==> config.mk <==
export PLATFORM = sky130hd
export DESIGN_NAME = rmh_ctrl
export DESIGN_NICKNAME = d
export VERILOG_FILES = /design/src/design/rmh_pkg.sv /design/src/design/rmh_ctrl.sv
export SDC_FILE = /design/constraint.sdc
export NUM_CORES = 1
export LEC_CHECK = 0
export BUFFER_PORTS_ARGS = -buffer_cell sky130_fd_sc_hd__buf_2
export CORE_MARGIN = 8
export CORE_UTILIZATION = 45
export DETAILED_ROUTE_END_ITERATION = 8
export MAX_ROUTING_LAYER = met4
export PLACE_DENSITY = 0.84
export SYNTH_ARGS = -nofsm -noshare
export SYNTH_HDL_FRONTEND = slang
export SYNTH_SLANG_ARGS = --single-unit
==> constraint.sdc <==
create_clock -name clk -period 2.2 [get_ports clk]
set_clock_uncertainty 0.2 [all_clocks]
set_input_delay 0.66 -clock clk [delete_from_list [all_inputs] [get_ports clk]]
set_output_delay 0.66 -clock clk [all_outputs]
set_load 0.02 [all_outputs]
==> src/design/rmh_pkg.sv <==
// Shared types and constants for the two-heap running median block.
`timescale 1ns / 1ps
package rmh_pkg;

  localparam int MOD_W = 16;
  localparam logic [MOD_W-1:0] MOD_RESET = 16'd10000;
  localparam int SUM_W = MOD_W + 1;

  typedef enum logic {
    HEAP_LOWER,
    HEAP_UPPER
  } heap_sel_t;

  typedef enum logic {
    MOD_MEDIAN,
    MOD_SUM
  } mod_src_t;

  typedef enum logic [3:0] {
    S_IDLE,
    S_PLAN,
    S_ROUTE,
    S_SD_TEST,
    S_SD_RDR,
    S_SD_CMP,
    S_PUSH_GO,
    S_PU_TEST,
    S_PU_CMP,
    S_MED,
    S_SUM,
    S_MOD1,
    S_MOD2,
    S_FIN
  } rmh_state_t;

  typedef struct packed {
    logic     capture;
    logic     plan;
    logic     sd_init;
    logic     push_init;
    logic     rd_parent;
    logic     rd_left;
    logic     rd_right;
    logic     lat_left;
    logic     wr_key;
    logic     pu_move_wr;
    logic     sd_move_wr;
    logic     med_load;
    logic     sum_direct;
    logic     mod_start;
    mod_src_t mod_src;
    logic     sum_from_mod;
    logic     out_load;
  } rmh_cmd_t;

  typedef struct packed {
    logic drop;
    logic rep;
    logic at_root;
    logic pu_move;
    logic sd_leaf;
    logic sd_move;
    logic mod_busy;
    logic mod_zero;
  } rmh_sts_t;

endpackage

==> src/design/rmh_ctrl.sv <==
// Sequencer for insert, rebalance, median sum and result transfer.
`timescale 1ns / 1ps
module rmh_ctrl import rmh_pkg::*; (
  input  logic     clk,
  input  logic     rst_n,
  input  logic     in_valid,
  output logic     in_ready,
  output logic     out_valid,
  input  logic     out_ready,
  input  rmh_sts_t sts,
  output rmh_cmd_t cmd
);

  rmh_state_t state_r, state_nxt;
  logic       out_valid_r, out_valid_nxt;

  always_ff @(posedge clk) begin
    if (!rst_n) begin
      state_r     <= S_IDLE;
      out_valid_r <= 1'b0;
    end else begin
      state_r     <= state_nxt;
      out_valid_r <= out_valid_nxt;
    end
  end

  always_comb begin
    state_nxt     = state_r;
    cmd           = '0;
    cmd.mod_src   = MOD_MEDIAN;
    in_ready      = 1'b0;
    out_valid_nxt = out_valid_r && !out_ready;
    case (state_r)
      S_IDLE: begin
        in_ready = 1'b1;
        if (in_valid) begin
          cmd.capture = 1'b1;
          state_nxt   = S_PLAN;
        end
      end
      S_PLAN: begin
        cmd.plan  = 1'b1;
        state_nxt = S_ROUTE;
      end
      S_ROUTE: begin
        if (sts.drop) begin
          state_nxt = S_MED;
        end else if (sts.rep) begin
          cmd.sd_init = 1'b1;
          state_nxt   = S_SD_TEST;
        end else begin
          cmd.push_init = 1'b1;
          state_nxt     = S_PU_TEST;
        end
      end
      S_SD_TEST: begin
        if (sts.sd_leaf) begin
          cmd.wr_key = 1'b1;
          state_nxt  = S_PUSH_GO;
        end else begin
          cmd.rd_left = 1'b1;
          state_nxt   = S_SD_RDR;
        end
      end
      S_SD_RDR: begin
        cmd.lat_left = 1'b1;
        cmd.rd_right = 1'b1;
        state_nxt    = S_SD_CMP;
      end
      S_SD_CMP: begin
        if (sts.sd_move) begin
          cmd.sd_move_wr = 1'b1;
          state_nxt      = S_SD_TEST;
        end else begin
          cmd.wr_key = 1'b1;
          state_nxt  = S_PUSH_GO;
        end
      end
      S_PUSH_GO: begin
        cmd.push_init = 1'b1;
        state_nxt     = S_PU_TEST;
      end
      S_PU_TEST: begin
        if (sts.at_root) begin
          cmd.wr_key = 1'b1;
          state_nxt  = S_MED;
        end else begin
          cmd.rd_parent = 1'b1;
          state_nxt     = S_PU_CMP;
        end
      end
      S_PU_CMP: begin
        if (sts.pu_move) begin
          cmd.pu_move_wr = 1'b1;
          state_nxt      = S_PU_TEST;
        end else begin
          cmd.wr_key = 1'b1;
          state_nxt  = S_MED;
        end
      end
      S_MED: begin
        cmd.med_load = 1'b1;
        state_nxt    = S_SUM;
      end
      S_SUM: begin
        if (sts.drop) begin
          state_nxt = S_FIN;
        end else if (sts.mod_zero) begin
          cmd.sum_direct = 1'b1;
          state_nxt      = S_FIN;
        end else begin
          cmd.mod_start = 1'b1;
          state_nxt     = S_MOD1;
        end
      end
      S_MOD1: begin
        if (!sts.mod_busy) begin
          cmd.mod_start = 1'b1;
          cmd.mod_src   = MOD_SUM;
          state_nxt     = S_MOD2;
        end
      end
      S_MOD2: begin
        if (!sts.mod_busy) begin
          cmd.sum_from_mod = 1'b1;
          state_nxt        = S_FIN;
        end
      end
      S_FIN: begin
        // hold until the output register is free
        if (!out_valid_r || out_ready) begin
          cmd.out_load  = 1'b1;
          out_valid_nxt = 1'b1;
          state_nxt     = S_IDLE;
        end
      end
      default: state_nxt = S_IDLE;
    endcase
  end

  assign out_valid = out_valid_r;

  a_one_write: assert property (@(posedge clk) disable iff (!rst_n)
    $onehot0({cmd.wr_key, cmd.pu_move_wr, cmd.sd_move_wr}))
    else $error("more than one heap write command");

  a_load_free: assert property (@(posedge clk) disable iff (!rst_n)
    cmd.out_load |-> (!out_valid_r || out_ready))
    else $error("result overwritten before transfer");

endmodule

## After elaboration in Yosys (flattened, before gate mapping)

Cells that the tools add are included.

| storage, ports and cells | value |
|---|---|
| flip-flop bits (word level) | 5 |
| input bits | 12 |
| output and inout port bits | 19 |
| word-level logic and storage cells | 75 |

| cells by class | value |
|---|---|
| eq/ne operators | 17 |
| mux-type cells | 50 |
| reduce and logical (&&, ||, !) cells | 6 |

Operator list:

| cell | number |
|---|---|
| $pmux W4 S14 | 1 |
| $mux W1 | 31 |
| $mux W4 | 7 |
| $eq A4 B4 Y1 const B | 6 |
| $eq A4 B3 Y1 const B | 4 |
| $mux W2 | 5 |
| $mux W3 | 3 |
| $eq A4 B2 Y1 const B | 2 |
| $ne A2 B2 Y1 const B | 4 |
| $eq A4 B1 Y1 const B | 1 |
| $logic_not A4 Y1 | 1 |
| $pmux W1 S2 | 2 |
| $pmux W1 S4 | 1 |
| $reduce_and A4 Y1 | 1 |
| $logic_not A1 Y1 | 2 |
| $logic_and A1 B1 Y1 | 1 |
| $logic_or A1 B1 Y1 | 1 |

## Depth between registers and ports, before layout

| logic depth | value |
|---|---|
| word-level depth | 4 |
| mapped depth | 6 |
| gate-level depth less buffers | 5 |

## Worst setup path before layout

No wires, ideal clock.

| timing path | value |
|---|---|
| kind | reg2out |
| start | register state_r[1] |
| end | output cmd[6] (netlist bit) |
| arrival | 1470 ps |
| required time | 1340 ps |
| slack | -130 ps |
| stages on the path, launching flop included | 4 |
| path buffers | 2 |
| cell sequence | dfxtp_1 -> buf_4 -> clkbuf_1 -> nor4b_1 |

RTL lines:

| element | line | source |
|---|---|---|
| start: declaration | rmh_ctrl.sv:14 | `rmh_state_t state_r, state_nxt;` |
| start signal: assignment | rmh_ctrl.sv:22 | `state_r <= state_nxt;` |
| end: declaration | rmh_ctrl.sv:11 | `output rmh_cmd_t cmd` |

==> results.py <==
metrics = {
    "die": {
        "die_y_um": 54.1,
        "initial_core_util_pct": 49.1,
        "ioPinCount": 31,
        "rows": 13,
        "fp.coreArea_um2": 1330,
        "die_x_um": 54.1,
        "fp.dieArea_um2": 2930,
    },
    "clock_tree": {
        "worst_setup_hold_path_clk_slew_ns": 0.04,
        "tritoncts_clock_tree": "built",
        "sinks_on_clock_net": 5,
        "cts_max_path_buffers": 2,
        "clock_insertion_delay_worst_skew_ns": 0.24,
        "cts_inserted_buffers": 3,
        "cts_max_level": 1,
        "clock-root-buffer": "sky130_fd_sc_hd__clkbuf_4",
    },
    "final_layout": {
        "layoutNonFillerInstCount": 153,
        "design_area_um2": 1050,
        "leading_cell_type_in_the_layout_fill_and_taps_excluded": "sky130_fd_sc_hd__buf_2",
        "nets": 151,
        "fillers": 103,
        "layout.cells.most_common_list": "sky130_fd_sc_hd__buf_2 (23), sky130_fd_sc_hd__buf_4 (16), sky130_fd_sc_hd__a21oi_1 (9)",
        "post_route_cells_drive_above_1_share_pct": 50.7,
        "insertedDiodeCount": 0,
        "synthToLayoutAreaGrowth_pct": 60.6,
    },
    "global_route": {
        "grt_usage_pct": 16.6,
        "wire_length_of_the_first_global_routing_pass_mm": 3.74,
        "grt.busiest_layer": "met2",
        "grtUsageMet1_pct": 20.1,
        "m3_gr_usage_pct": 2.48,
        "overflow": 0,
        "number_of_global_route_vias_before_repair": 869,
        "initial_antenna_violation_count": 0,
        "largest_net_degree_at_the_start_of_global_routing": 24,
        "m2_gr_usage_pct": 27.1,
    },
    "hold_path": {
        "hold_path_depth": 2,
        "hold_path_class": "flip-flop to flip-flop",
    },
    "synth": {
        "number_of_synthesis_warnings": 0,
        "netlist_area_um2": 654,
        "synth-seq-cells": 5,
        "count_of_distinct_cell_types_in_the_synthesized_netlist": 37,
        "synthesis.area_per_instance_um2": 6.68,
        "synth.net_count": 110,
        "netlist_instances": 98,
        "yosysSeqAreaShare_pct": 15.3,
    },
    "critical_path": {
        "cp_cell_sequence": "buf_6 -> nor4_4 -> and2_4 -> buf_6",
        "rr_startpoint": "state_r[1]$_SDFFE_PN0P_",
        "timing.reg2reg.setup_slack_ns": 0.49,
        "r2r-end": "state_r[0]$_SDFFE_PN0P_",
        "cp.arrival_ns": 1.33,
        "path_common_cell": "sky130_fd_sc_hd__buf_6",
        "cp_slowest_stage_delay_ns": 0.36,
        "cp-startpoint": "state_r[3]$_SDFFE_PN0P_",
        "ff2ff_path_depth": 7,
        "critical_path_class": "flip-flop to output port",
        "crit_slowest_cell": "sky130_fd_sc_hd__dfxtp_4",
        "crit_path_end_kind": "output port",
        "timing.critical_path.fanout_max": 7,
        "crit_path_end": "cmd[16]",
        "cp.required_ns": 1.34,
        "setup.worst_path.start_class": "flip-flop",
    },
    "sta": {
        "clock_period_minus_worst_slack_ns": 2.19,
        "timing.final.crit_share_pct": 99.7,
        "timing_max_transition_violations_final": 0,
        "grt_setup_unrepaired": "yes",
        "final.setup.worst_slack_ns": 0.00713,
        "setup_violations": 0,
        "holdWs_ns": 0.330,
        "timing_worst_slew_pin_value_ns": 0.257,
        "max-slew-margin-rel_pct": 82.7,
        "fmaxAchievable_mhz": 456,
        "finalHoldViolations": 0,
    },
    "placement": {
        "dpl.cell_count": 146,
        "final_weighted_congestion_in_routability_driven_placement": 0.911,
        "post-dp-hpwl_mm": 1.72,
        "numPortBuffers": 30,
        "dpl_worst_slack_ns": 0.00888,
        "dpl-instance-area_um2": 911,
    },
    "detailed_routing": {
        "route.final.wire_length_mm": 2.37,
        "vias": 896,
        "wire_per_inst_um": 15.5,
        "route.detailed.vias_per_inst": 5.86,
        "drtAntennaViolNets": 0,
        "drt-pass1-iter-count": 4,
        "drt_iter0_markers": 33,
        "drcViolationCount": 0,
    },
    "pwr": {
        "ir_drop_mv": 0.399,
        "power_leakage_nw": 0.464,
        "fin_total_pwr_mw": 0.627,
        "power_per_cell_area_nw_per_um2": 596,
    },
    "flow_run": {
        "max-cap-violations": 0,
    },
    "run_status": {
        "status": "finished, final reports clean",
    },
}
## cells in the mapped netlist, drive strengths merged
cell / n / area share [%]
nor4: 5 / 5.7
inv: 7 / 4.0
o21ai: 7 / 5.4
a31oi: 1 / 0.96
o311a: 1 / 1.5
nor2b: 3 / 2.9
clkbuf: 1 / 0.57
a21boi: 1 / 1.1
a221oi: 1 / 2.3
nand2b: 3 / 2.9
o22ai: 1 / 0.96
nand4b: 1 / 1.3
a311oi: 1 / 1.3
o31ai: 4 / 4.6
buf: 8 / 8.2
and3b: 1 / 1.3
a21oi: 9 / 6.9
nand3b: 1 / 1.1
nand3: 3 / 2.3
nor2: 8 / 4.6
dfxtp: 5 / 15
nor3: 6 / 4.6
and3: 2 / 1.9
o2bb2ai: 1 / 1.3
or3: 2 / 1.9
mux2i: 1 / 1.5
o21a: 1 / 1.1
nor4b: 1 / 1.3
o21bai: 1 / 2.9
o211ai: 1 / 1.1
and2: 1 / 0.96
o221ai: 1 / 1.3
nand2: 8 / 4.6
## repair_timing
| action | in CTS | in global routing |
|---|---|---|
| setup endpoints to repair | 9 | 14 |
| resized for setup | 6 | 25 |
| hold buffers | 0 | 0 |
| pin swaps | 0 | 6 |
| buffers inserted | 0 | 3 |
## worst min-delay path by stage
stage | startpoint | to | slack [ns]
detailed placement | state_r[3]$_SDFFE_PN0P_ | state_r[3]$_SDFFE_PN0P_ | 0.34
floorplan | out_valid$_SDFF_PN0_ | out_valid$_SDFF_PN0_ | 0.42
global placement | state_r[3]$_SDFFE_PN0P_ | state_r[3]$_SDFFE_PN0P_ | 0.35
finish | state_r[3]$_SDFFE_PN0P_ | state_r[3]$_SDFFE_PN0P_ | 0.33
CTS | state_r[3]$_SDFFE_PN0P_ | state_r[3]$_SDFFE_PN0P_ | 0.32
global route | state_r[3]$_SDFFE_PN0P_ | state_r[3]$_SDFFE_PN0P_ | 0.38
## area by class of cell
type | instances | area [um2] | share of cell area [%]
clock buffer | 4 | 26.3 | 2.50
inverter | 7 | 26.3 | 2.50
tap | 15 | 18.8 | 1.79
multi-input combinational | 77 | 551 | 52.4
timing repair buffer | 45 | 320 | 30.5
sequential | 5 | 109 | 10.4
## state kept, by name, summed over array words and instances, names as in the netlist
| register | flops |
|---|---|
| out_valid | 1 |
| state_r | 4 |
## stage by stage
stage	utilization, %	TNS [ns]
after global placement	68.3	0
after CTS	71.7	-0.00272
after detailed placement	68.3	0
final	78.8	0
after global routing	78.8	-0.197
after floorplan	-	0
## critical path, delay by kind of cell (launching register included)
family | cells | cell delay (ns)
buf+inv | 2 | 0.24
simple gates | 2 | 0.49
flops | 1 | 0.36
## where the power goes
part	internal, mW	total, mW	switching, mW	leakage, nW
logic	0.175	0.399	0.224	0.406
clock network	0.0685	0.105	0.0361	0.0150
registers	0.106	0.123	0.0178	0.0427
## cell families (layout without fill, tap and decap cells)
group	count (synthesis)	after routing	synth area share, %
AOI/OAI and AO/OA	31	31	32.9
DFF	5	5	15.3
buffers and inverters	16	56	12.8
and+or+nand+nor	45	45	37.5
muxes	1	1	1.53
## per-layer routing
layer / vias to the layer above / share of wire, %
li1: 436 / -
met1: 416 / 43
met2: 40 / 49
met3: 4 / 6.9
met4: 0 / 0.97
met5: - / 0
Power figures use the tool's default switching activity.
